File: config.mk
export PLATFORM = sky130hd
export DESIGN_NAME = paired_program_receiver
export DESIGN_NICKNAME = d
export VERILOG_FILES = /design/src/sv/prr_pkg.sv /design/src/sv/prr_ram.sv /design/src/sv/prr_ctrl.sv /design/src/sv/prr_datapath.sv /design/src/sv/paired_program_receiver.sv
export VERILOG_INCLUDE_DIRS = /design/src /design/src/sv
export SDC_FILE = /design/constraint.sdc
export NUM_CORES = 2
export LEC_CHECK = 0
export ABC_CLOCK_PERIOD_IN_PS = 21300
export BUFFER_PORTS_ARGS = -buffer_cell sky130_fd_sc_hd__buf_2
export CAP_MARGIN = 20
export CORE_MARGIN = 2
export CORE_UTILIZATION = 40
export DETAILED_ROUTE_END_ITERATION = 6
export PLACE_DENSITY_LB_ADDON = 0.12
export SLEW_MARGIN = 10
export SYNTH_ARGS = -nofsm -noshare
export SYNTH_HDL_FRONTEND = slang
export SYNTH_HIERARCHICAL = 1
export SYNTH_SLANG_ARGS = --single-unit
File: constraint.sdc
create_clock -name clk -period 21.3 [get_ports clk]
set_input_delay 4.26 -clock clk [delete_from_list [all_inputs] [get_ports clk]]
set_output_delay 4.26 -clock clk [all_outputs]
set_load 0.05 [all_outputs]
File: src/sv/paired_program_receiver_macros.svh
// Assertion macros shared by the paired program receiver modules.
`ifndef PAIRED_PROGRAM_RECEIVER_MACROS_SVH
`define PAIRED_PROGRAM_RECEIVER_MACROS_SVH

// Property that must hold at every clock edge out of reset.
`define PRR_ASSERT(name, prop, msg) \
  name: assert property (@(posedge clk) disable iff (!rst_n) (prop)) \
    else $error(msg);

// Trigger in one cycle implies consequence in the next.
`define PRR_ASSERT_NEXT(name, trig, cons, msg) \
  name: assert property (@(posedge clk) disable iff (!rst_n) (trig) |=> (cons)) \
    else $error(msg);

`endif

File: src/sv/prr_pkg.sv
// Shared types and codes for the paired program receiver.
package prr_pkg;

  // Operation codes
  localparam logic [3:0] OP_PAIR_REQ    = 4'd0;
  localparam logic [3:0] OP_UNPAIR      = 4'd1;
  localparam logic [3:0] OP_PROG_START  = 4'd2;
  localparam logic [3:0] OP_BLOCK_DATA  = 4'd3;
  localparam logic [3:0] OP_PROG_END    = 4'd4;
  localparam logic [3:0] OP_OTHER_TYPE  = 4'd5;
  localparam logic [3:0] OP_LOCAL_CLEAR = 4'd6;
  localparam logic [3:0] OP_RESTORE     = 4'd7;
  localparam logic [3:0] OP_READ_BLOCK  = 4'd8;

  // Status codes
  localparam logic [3:0] ST_IGNORED      = 4'd0;
  localparam logic [3:0] ST_PAIR_ACK     = 4'd1;
  localparam logic [3:0] ST_REM_UNPAIRED = 4'd2;
  localparam logic [3:0] ST_UNKNOWN_TYPE = 4'd3;
  localparam logic [3:0] ST_FILTERED     = 4'd4;
  localparam logic [3:0] ST_STARTED      = 4'd5;
  localparam logic [3:0] ST_STORED       = 4'd6;
  localparam logic [3:0] ST_SLOT_RANGE   = 4'd7;
  localparam logic [3:0] ST_PROG_ACK     = 4'd8;
  localparam logic [3:0] ST_DISCARDED    = 4'd9;
  localparam logic [3:0] ST_CLEARED      = 4'd10;
  localparam logic [3:0] ST_RESTORED     = 4'd11;
  localparam logic [3:0] ST_READ_DONE    = 4'd12;

  typedef struct packed {
    logic [3:0]  operation;
    logic [47:0] sender_addr;
    logic [47:0] carried_addr;
    logic        pairing_window;
    logic        length_ok;
    logic [7:0]  announced_count;
    logic [7:0]  block_slot;
    logic [63:0] block_payload;
  } in_item_t;

  typedef struct packed {
    logic [3:0]  status;
    logic [47:0] reply_addr;
    logic [5:0]  ack_count;
    logic        is_paired;
    logic [7:0]  received_total;
    logic [5:0]  program_length;
    logic [63:0] read_payload;
    logic        read_valid;
  } out_item_t;

  // Controller to datapath
  typedef struct packed {
    logic load_item;
    logic exec;
    logic copy_rd;
    logic copy_wr;
    logic load_out;
  } ctrl_cmd_t;

  // Datapath to controller
  typedef struct packed {
    logic need_copy;
    logic copy_last;
    logic out_free;
  } ctrl_sts_t;

endpackage

File: src/sv/prr_ram.sv
// Generic single-write, single-read RAM with registered read data.
module prr_ram #(
  parameter int WIDTH = 64,
  parameter int DEPTH = 32
) (
  input  logic                                    clk,
  input  logic                                    we,
  input  logic [(DEPTH > 1 ? $clog2(DEPTH) : 1)-1:0] waddr,
  input  logic [WIDTH-1:0]                        wdata,
  input  logic                                    re,
  input  logic [(DEPTH > 1 ? $clog2(DEPTH) : 1)-1:0] raddr,
  output logic [WIDTH-1:0]                        rdata
);

  logic [WIDTH-1:0] mem_r [DEPTH];
  logic [WIDTH-1:0] rdata_r;

  always_ff @(posedge clk) begin
    if (we) begin
      mem_r[waddr] <= wdata;
    end
    if (re) begin
      rdata_r <= mem_r[raddr];
    end
  end

  assign rdata = rdata_r;

endmodule

File: src/sv/prr_ctrl.sv
// Sequencing state machine for the paired program receiver.
`include "paired_program_receiver_macros.svh"

module prr_ctrl import prr_pkg::*; (
  input  logic      clk,
  input  logic      rst_n,
  input  logic      in_valid,
  output logic      in_stall,
  input  ctrl_sts_t sts,
  output ctrl_cmd_t cmd
);

  localparam logic [2:0] S_IDLE    = 3'd0;
  localparam logic [2:0] S_EXEC    = 3'd1;
  localparam logic [2:0] S_COPY_RD = 3'd2;
  localparam logic [2:0] S_COPY_WR = 3'd3;
  localparam logic [2:0] S_FIN     = 3'd4;

  logic [2:0] state_r;
  logic [2:0] state_nxt;

  always_comb begin
    state_nxt = state_r;
    cmd       = '0;
    case (state_r)
      S_IDLE: begin
        if (in_valid) begin
          cmd.load_item = 1'b1;
          state_nxt     = S_EXEC;
        end
      end
      S_EXEC: begin
        cmd.exec  = 1'b1;
        state_nxt = sts.need_copy ? S_COPY_RD : S_FIN;
      end
      S_COPY_RD: begin
        cmd.copy_rd = 1'b1;
        state_nxt   = S_COPY_WR;
      end
      S_COPY_WR: begin
        cmd.copy_wr = 1'b1;
        state_nxt   = sts.copy_last ? S_FIN : S_COPY_RD;
      end
      S_FIN: begin
        if (sts.out_free) begin
          cmd.load_out = 1'b1;
          state_nxt    = S_IDLE;
        end
      end
      default: begin
        state_nxt = S_IDLE;
      end
    endcase
  end

  always_ff @(posedge clk) begin
    if (!rst_n) begin
      state_r <= S_IDLE;
    end else begin
      state_r <= state_nxt;
    end
  end

  assign in_stall = (state_r != S_IDLE);

  `PRR_ASSERT(a_load_out_free, !cmd.load_out || sts.out_free, "result loaded over pending beat")
  `PRR_ASSERT_NEXT(a_exec_to_copy, (state_r == S_EXEC) && sts.need_copy,
                   state_r == S_COPY_RD, "commit did not start copy")

endmodule

File: src/sv/prr_datapath.sv
// Pairing state, reception counters, block stores and result register.
`include "paired_program_receiver_macros.svh"

module prr_datapath import prr_pkg::*; #(
  parameter int MAX_BLOCKS = 32,
  parameter int BLOCK_BITS = 64
) (
  input  logic      clk,
  input  logic      rst_n,
  input  in_item_t  in_data,
  input  ctrl_cmd_t cmd,
  output ctrl_sts_t sts,
  output logic      out_valid,
  input  logic      out_stall,
  output out_item_t out_data
);

  localparam int CNT_W = $clog2(MAX_BLOCKS + 1);
  localparam int IDX_W = (MAX_BLOCKS > 1) ? $clog2(MAX_BLOCKS) : 1;

  in_item_t item_r;

  logic             pair_held_r, pair_held_nxt;
  logic [47:0]      pair_addr_r, pair_addr_nxt;
  logic             receiving_r, receiving_nxt;
  logic [CNT_W-1:0] expected_r, expected_nxt;
  logic [7:0]       got_r, got_nxt;
  logic [CNT_W-1:0] committed_r, committed_nxt;

  logic [3:0]  res_status_r, res_status_nxt;
  logic [47:0] res_reply_r, res_reply_nxt;
  logic [5:0]  res_ack_r, res_ack_nxt;
  logic        res_rvalid_r, res_rvalid_nxt;

  logic [MAX_BLOCKS-1:0] rx_vld_r;
  logic [IDX_W-1:0]      idx_r;
  logic                  out_valid_r;
  out_item_t             out_data_r;

  logic            rx_we_c, prog_re_c, need_copy_c, filt_c;
  logic [7:0]      exp8, comm8, capped;
  logic [IDX_W-1:0] slot_idx;
  logic [BLOCK_BITS-1:0] rx_rdata, prog_rdata, prog_wdata;

  assign exp8     = 8'(expected_r);
  assign comm8    = 8'(committed_r);
  assign slot_idx = item_r.block_slot[IDX_W-1:0];
  assign capped   = (item_r.announced_count > 8'(MAX_BLOCKS)) ? 8'(MAX_BLOCKS)
                                                              : item_r.announced_count;
  // With the window closed, only the held peer gets through
  assign filt_c = !item_r.pairing_window &&
                  (!pair_held_r || (item_r.sender_addr != pair_addr_r));

  always_comb begin
    pair_held_nxt  = pair_held_r;
    pair_addr_nxt  = pair_addr_r;
    receiving_nxt  = receiving_r;
    expected_nxt   = expected_r;
    got_nxt        = got_r;
    committed_nxt  = committed_r;
    res_status_nxt = ST_IGNORED;
    res_reply_nxt  = '0;
    res_ack_nxt    = '0;
    res_rvalid_nxt = 1'b0;
    rx_we_c        = 1'b0;
    prog_re_c      = 1'b0;
    need_copy_c    = 1'b0;
    case (item_r.operation)
      OP_PAIR_REQ: begin
        if (item_r.pairing_window && item_r.length_ok) begin
          pair_addr_nxt  = item_r.carried_addr;
          pair_held_nxt  = 1'b1;
          res_status_nxt = ST_PAIR_ACK;
          res_reply_nxt  = item_r.carried_addr;
        end
      end
      OP_UNPAIR: begin
        if (pair_held_r) begin
          if (item_r.sender_addr == pair_addr_r) begin
            pair_addr_nxt  = '0;
            pair_held_nxt  = 1'b0;
            res_status_nxt = ST_REM_UNPAIRED;
          end else begin
            res_status_nxt = ST_FILTERED;
          end
        end else begin
          res_status_nxt = filt_c ? ST_FILTERED : ST_UNKNOWN_TYPE;
        end
      end
      OP_PROG_START: begin
        if (filt_c) begin
          res_status_nxt = ST_FILTERED;
        end else if (item_r.length_ok) begin
          expected_nxt   = CNT_W'(capped);
          got_nxt        = '0;
          receiving_nxt  = 1'b1;
          res_status_nxt = ST_STARTED;
        end
      end
      OP_BLOCK_DATA: begin
        if (filt_c) begin
          res_status_nxt = ST_FILTERED;
        end else if (receiving_r && item_r.length_ok) begin
          if (item_r.block_slot < 8'(MAX_BLOCKS)) begin
            rx_we_c        = 1'b1;
            got_nxt        = (got_r != 8'hFF) ? got_r + 8'd1 : got_r;
            res_status_nxt = ST_STORED;
          end else begin
            res_status_nxt = ST_SLOT_RANGE;
          end
        end
      end
      OP_PROG_END: begin
        if (filt_c) begin
          res_status_nxt = ST_FILTERED;
        end else if (receiving_r) begin
          receiving_nxt = 1'b0;
          if (got_r >= exp8) begin
            committed_nxt  = expected_r;
            need_copy_c    = (expected_r != '0);
            res_status_nxt = ST_PROG_ACK;
            res_reply_nxt  = item_r.sender_addr;
            res_ack_nxt    = exp8[5:0];
          end else begin
            res_status_nxt = ST_DISCARDED;
          end
        end
      end
      OP_OTHER_TYPE: begin
        res_status_nxt = filt_c ? ST_FILTERED : ST_UNKNOWN_TYPE;
      end
      OP_LOCAL_CLEAR: begin
        pair_addr_nxt  = '0;
        pair_held_nxt  = 1'b0;
        res_status_nxt = ST_CLEARED;
      end
      OP_RESTORE: begin
        pair_addr_nxt  = item_r.carried_addr;
        pair_held_nxt  = 1'b1;
        res_status_nxt = ST_RESTORED;
      end
      OP_READ_BLOCK: begin
        if ((item_r.block_slot < comm8) && (item_r.block_slot < 8'(MAX_BLOCKS))) begin
          prog_re_c      = 1'b1;
          res_rvalid_nxt = 1'b1;
        end
        res_status_nxt = ST_READ_DONE;
      end
      default: begin
        res_status_nxt = ST_IGNORED;
      end
    endcase
  end

  always_ff @(posedge clk) begin
    if (cmd.load_item) begin
      item_r <= in_data;
    end
    if (cmd.exec) begin
      res_status_r <= res_status_nxt;
      res_reply_r  <= res_reply_nxt;
      res_ack_r    <= res_ack_nxt;
      res_rvalid_r <= res_rvalid_nxt;
    end
    if (cmd.load_out) begin
      out_data_r.status         <= res_status_r;
      out_data_r.reply_addr     <= res_reply_r;
      out_data_r.ack_count      <= res_ack_r;
      out_data_r.is_paired      <= pair_held_r;
      out_data_r.received_total <= got_r;
      out_data_r.program_length <= comm8[5:0];
      out_data_r.read_payload   <= res_rvalid_r ? 64'(prog_rdata) : 64'd0;
      out_data_r.read_valid     <= res_rvalid_r;
    end
  end

  always_ff @(posedge clk) begin
    if (!rst_n) begin
      pair_held_r <= 1'b0;
      pair_addr_r <= '0;
      receiving_r <= 1'b0;
      expected_r  <= '0;
      got_r       <= '0;
      committed_r <= '0;
      rx_vld_r    <= '0;
      idx_r       <= '0;
      out_valid_r <= 1'b0;
    end else begin
      if (cmd.exec) begin
        pair_held_r <= pair_held_nxt;
        pair_addr_r <= pair_addr_nxt;
        receiving_r <= receiving_nxt;
        expected_r  <= expected_nxt;
        got_r       <= got_nxt;
        committed_r <= committed_nxt;
        idx_r       <= '0;
        if (rx_we_c) begin
          rx_vld_r[slot_idx] <= 1'b1;
        end
      end else if (cmd.copy_wr) begin
        idx_r <= idx_r + IDX_W'(1);
      end
      if (cmd.load_out) begin
        out_valid_r <= 1'b1;
      end else if (!out_stall) begin
        out_valid_r <= 1'b0;
      end
    end
  end

  // never-written receive entries copy as zero
  assign prog_wdata = rx_vld_r[idx_r] ? rx_rdata : '0;

  prr_ram #(.WIDTH(BLOCK_BITS), .DEPTH(MAX_BLOCKS)) u_rx_ram (
    .clk   (clk),
    .we    (cmd.exec && rx_we_c),
    .waddr (slot_idx),
    .wdata (item_r.block_payload[BLOCK_BITS-1:0]),
    .re    (cmd.copy_rd),
    .raddr (idx_r),
    .rdata (rx_rdata)
  );

  prr_ram #(.WIDTH(BLOCK_BITS), .DEPTH(MAX_BLOCKS)) u_prog_ram (
    .clk   (clk),
    .we    (cmd.copy_wr),
    .waddr (idx_r),
    .wdata (prog_wdata),
    .re    (cmd.exec && prog_re_c),
    .raddr (slot_idx),
    .rdata (prog_rdata)
  );

  assign sts.need_copy = need_copy_c;
  assign sts.copy_last = ((CNT_W'(idx_r) + CNT_W'(1)) == expected_r);
  assign sts.out_free  = !out_valid_r || !out_stall;

  assign out_valid = out_valid_r;
  assign out_data  = out_data_r;

  `PRR_ASSERT(a_copy_in_range, !cmd.copy_wr || (CNT_W'(idx_r) < expected_r),
              "copy index past expected count")
  `PRR_ASSERT(a_expected_cap, expected_r <= CNT_W'(MAX_BLOCKS), "expected count over cap")
  `PRR_ASSERT_NEXT(a_load_shows, cmd.load_out, out_valid_r, "loaded result not presented")

endmodule

File: src/sv/paired_program_receiver.sv
// Top level of the paired program receiver: controller plus datapath.
//
// Takes one decoded radio message per input beat and returns exactly one
// result beat for it. An item is accepted, executed and then presented as
// a result; a program end that commits blocks also runs a copy loop, since
// the commit copies the receive store into the program store one block at
// a time through the receive RAM's single registered read port.
// One item is in work at a time, but a new item is taken while the
// previous result still waits in the output register. Both block stores
// read as zero after reset: the receive store has one valid bit per entry,
// and the program store is only read below the committed length, which is
// always fully written by a commit. No clearing pass runs after reset.
// Block payloads keep their low BLOCK_BITS bits; read_payload is
// zero-extended back to 64 bits.
`include "paired_program_receiver_macros.svh"

module paired_program_receiver import prr_pkg::*; #(
  parameter int MAX_BLOCKS = 32,  // store depth and announced count cap, 1..255
  parameter int BLOCK_BITS = 64   // bits kept per block, 8..64
) (
  input  logic      clk,
  input  logic      rst_n,
  input  logic      in_valid,
  output logic      in_stall,
  input  in_item_t  in_data,
  output logic      out_valid,
  input  logic      out_stall,
  output out_item_t out_data
);

  ctrl_cmd_t cmd;  // controller commands
  ctrl_sts_t sts;  // datapath status

  // Controller: accept, execute, copy loop, result hand-off.
  prr_ctrl u_ctrl (
    .clk      (clk),
    .rst_n    (rst_n),
    .in_valid (in_valid),
    .in_stall (in_stall),
    .sts      (sts),
    .cmd      (cmd)
  );

  // Datapath: pairing and reception state, two block RAMs, result register.
  prr_datapath #(
    .MAX_BLOCKS (MAX_BLOCKS),
    .BLOCK_BITS (BLOCK_BITS)
  ) u_datapath (
    .clk       (clk),
    .rst_n     (rst_n),
    .in_data   (in_data),
    .cmd       (cmd),
    .sts       (sts),
    .out_valid (out_valid),
    .out_stall (out_stall),
    .out_data  (out_data)
  );

  // An input beat is only taken while no item is in work.
  `PRR_ASSERT_NEXT(a_accept_busy, in_valid && !in_stall, in_stall, "accepted beat left block idle")

endmodule
==> flow_summary_export.csv <==
group,metric,value,unit
synthesis,synthArstFlopShare,0,%
cts,clk_latency,1040,ps
cts,htreeDepth,6,
synthesis,synth_area_leaders,"edfxtp_1 (78%), mux4_2 (15%), dfxtp_1 (1.3%)",
worst_hold_path,hold_class,"reg -> reg",
synthesis,synth-edff-count,4603,
sta,finClkSkew,48.0,ps
sta,rsz0062_at_grt,"false",
placement,place.gp.congestion,0.743,
synthesis,syn_area,0.177,mm^2
pwr,vdd_drop_max,75.7,uV
floorplanning,fp.dieH,670,um
drt,drtIter0Drc,8439,
cells_and_area,final_cell_area,0.204,mm^2
critical_path,cp-end-kind,"primary output",
synthesis,ys_dominant_reg_cell,"edfxtp_1",
global_routing,grt_overflow,0,
cells_and_area,nFillCells,36500,
drt,vias,82000,
sta,setup-violations-final,0,
global_routing,grt_usage,20.9,%
cts,clkSlewWorstSetupHoldPaths,60,ps
sta,layout_setup_ws,14910,ps
floorplanning,num_rows,244,
global_routing,grt_pass1_vias,84300,
pwr,power_frac_clock,44.2,%
sta,slew_violations,0,
sta,worst_slew_pin_slew,1180,ps
global_routing,grt_max_degree,123,
synthesis,syn-instance-count,7349,
pwr,p_sw,3.88,mW
floorplanning,initial_core_util,40.2,%
floorplanning,coreArea,0.441,mm^2
drt,dr.pass1.iters,5,
pwr,comb_power_share,2.0,%
floorplanning,io_pins,326,
sta,slew_headroom,21.2,%
synthesis,synth_area_per_cell,24.1,um^2
sta,fin_crit,6390,ps
critical_path,crit_fanout,11,
pwr,seq_power_share,53.8,%
critical_path,crit_path_start_kind,"flip-flop",
cells_and_area,nNetsFinal,8298,
placement,place_area,0.187,mm^2
outcome,status,"completed",
sta,setup_tns,0,ps
cts,cts_setup_buffers,0,
cts,cts_max_path_buffers,4,
synthesis,yosysTopAreaCell,"edfxtp_1",
global_routing,grt_pass1_wl,662,mm
sta,fin_crit_sh,30.0,%
synthesis,yosys.area.top_type_share,78.0,%
synthesis,synth_cell_type_count,67,
drt,drt_wl_total,477,mm
drt,post-route-drc-count,0,
drt,vias_per_cell,5.69,
floorplanning,dieArea,0.449,mm^2
critical_path,crit_type,"reg -> out",
placement,hpwl,237,mm
placement,preCtsSetupSlack,13940,ps
sta,fmax,0.157,GHz
synthesis,synth_nets,7548,
run,maxCapViolCount,0,
cts,cts.sinks,4714,
pwr,switching_share,20.4,%
global_routing,grt_antenna_before_repair,67,
pwr,intPower,15.1,mW
placement,place_inst,13400,
synthesis,ys_seq_elements,4714,
cells_and_area,synthToLayoutAreaGrowth,15.0,%
cells_and_area,fin_cells,14400,
placement,io_buffers,325,
cts,cts_tree,"built",
cts,cts-resized-gates,0,
cts,hold_buffers,0,
cts,cts_root_buffer,"clkbuf_16",
cells_and_area,drive_gt1_share,32.8,%
critical_path,cp.arrival,2130,ps
pwr,p_leak,59.5,nW
drt,wl_per_cell,33.1,um
synthesis,yosysSeqAreaShare,79.2,%
pwr,p_per_area,93.3,mW/mm^2
synthesis,ys.warnings.count,6,
floorplanning,die_x,670,um
critical_path,crit_required,17040,ps
cts,cts_buffers,518,
sta,hold_violations,0,
drt,antenna_left,0,
-- cell type report --
class,instances,area [um^2],share of cell area [%]
clock buffer,691,14100,6.90
inverter,19,71.3,0.0350
antenna,33,82.6,0.0405
multi-input combinational,2248,35800,17.6
clock inverter,215,1680,0.822
sequential,4714,140000,68.9
timing repair buffer,598,4340,2.13
tap,5904,7390,3.62
-- through the flow --
step                util [%]  hold WS, ps  power, mW
floorplan                  -          400       10.7
global placement        42.4          401       10.8
detailed placement      42.4          405       10.8
CTS                     46.0          409       19.2
global route            46.2          424       19.6
finish                  46.2          415       19.0
-- synthesized netlist by cell type (all sizes together), types with 7 or more instances --
| library cell | n |
|---|---|
| nor2b | 76 |
| a22o | 98 |
| inv | 19 |
| o22ai | 20 |
| o21ai | 71 |
| nor2 | 100 |
| a221oi | 24 |
| nor4 | 14 |
| o221ai | 7 |
| edfxtp | 4603 |
| xor2 | 54 |
| nand2 | 76 |
| a211oi | 7 |
| or3b | 7 |
| ha | 13 |
| and2 | 81 |
| buf | 219 |
| nand3b | 14 |
| nand2b | 8 |
| or3 | 8 |
| o211ai | 7 |
| mux2i | 85 |
| nand4 | 10 |
| o31a | 8 |
| dfxtp | 111 |
| mux2 | 148 |
| clkbuf | 149 |
| mux4 | 1214 |
| nand3 | 19 |
| a21oi | 21 |
-- layer usage --
metal | up-vias | global-route usage [%] | share of wire (%)
li1 | 33100 | - | -
met1 | 45700 | 29.3 | 42
met2 | 2648 | 34.5 | 49
met3 | 650 | 3.09 | 5.7
met4 | 4 | 5.77 | 2.4
met5 | - | 0 | 0.0063
-- layout by cell type, fill, tap and decap left out, types with 13 or more instances in the layout --
cell type,synthesis,final
nand2_1,75,75
nor4_1,14,14
o21ai_0,63,63
a221oi_1,24,24
mux2i_1,84,84
clkinv_1,0,101
buf_8,0,52
buf_2,138,325
inv_1,17,17
nand3_1,19,19
inv_6,0,21
mux4_2,1214,1214
dfxtp_1,111,106
nor2_4,1,66
nor2_1,98,34
edfxtp_1,4603,4603
diode_2,0,33
ha_1,13,13
nor2b_1,76,13
clkbuf_16,0,536
a22o_1,98,98
xor2_1,54,54
buf_4,29,197
mux2_2,148,148
nor2b_2,0,55
and2_1,80,79
nand3b_1,14,14
a21oi_1,21,21
buf_12,0,19
bufinv_16,0,15
clkinv_2,0,54
clkbuf_1,149,146
o22ai_1,20,20
clkinv_8,0,14
-- state kept, by name, indices dropped and copies added, names as in the netlist --
register	cells
u_datapath/committed_r	6
u_datapath/res_status_r	4
u_datapath/res_ack_r	6
u_datapath/out_data	138
u_datapath/res_rvalid_r	1
u_datapath/pair_held_r	1
u_datapath/receiving_r	1
u_datapath/u_prog_ram/mem_r	2048
u_datapath/res_reply_r	48
u_datapath/expected_r	6
u_datapath/idx_r	5
u_datapath/pair_addr_r	48
u_datapath/out_valid	1
u_ctrl/state_r	3
u_datapath/u_rx_ram/mem_r	2048
u_datapath/item_r	182
u_datapath/u_rx_ram/rdata	64
u_datapath/rx_vld_r	32
u_datapath/got_r	8
u_datapath/u_prog_ram/rdata	64
-- critical path, stage by stage (launching register included) --
cell     delay (ps)
dfxtp_1         420
or3_4           460
buf_2           230
-- power by group through the flow --
stage / logic [mW] / clock network, mW / registers [mW]
final: 0.378 / 8.41 / 10.2
after floorplan: 0.235 / 0 / 10.4
after global routing: 0.405 / 8.96 / 10.2
after detailed placement: 0.380 / 0 / 10.4
after global placement: 0.379 / 0 / 10.4
after CTS: 0.381 / 8.60 / 10.2
-- final timing paths --
kind	startpoint	slack (ps)	cells after the start	end
setup / recovery	u_ctrl/state_r[1]$_SDFFE_PN0P_	14910	2	in_stall
hold / removal	u_datapath/res_reply_r[28]$_DFFE_PP_	410	0	u_datapath/out_data[114]$_DFFE_PP_
setup reg to reg	u_datapath/item_r[148]$_DFFE_PP_	15420	9	u_datapath/u_rx_ram/mem_r[4][31]$_DFFE_PP_
hold reg to reg	u_datapath/res_reply_r[28]$_DFFE_PP_	410	0	u_datapath/out_data[114]$_DFFE_PP_
-- logic make-up after synthesis --
kind of cell    synth area share, %
compound gates                 1.19
buf+inv                        1.01
simple gates                   1.37
flops                          79.2
mux                            16.8
fa+ha+maj                    0.0917
xor+xnor                      0.286
No activity file was read; power rests on OpenSTA's default activity.
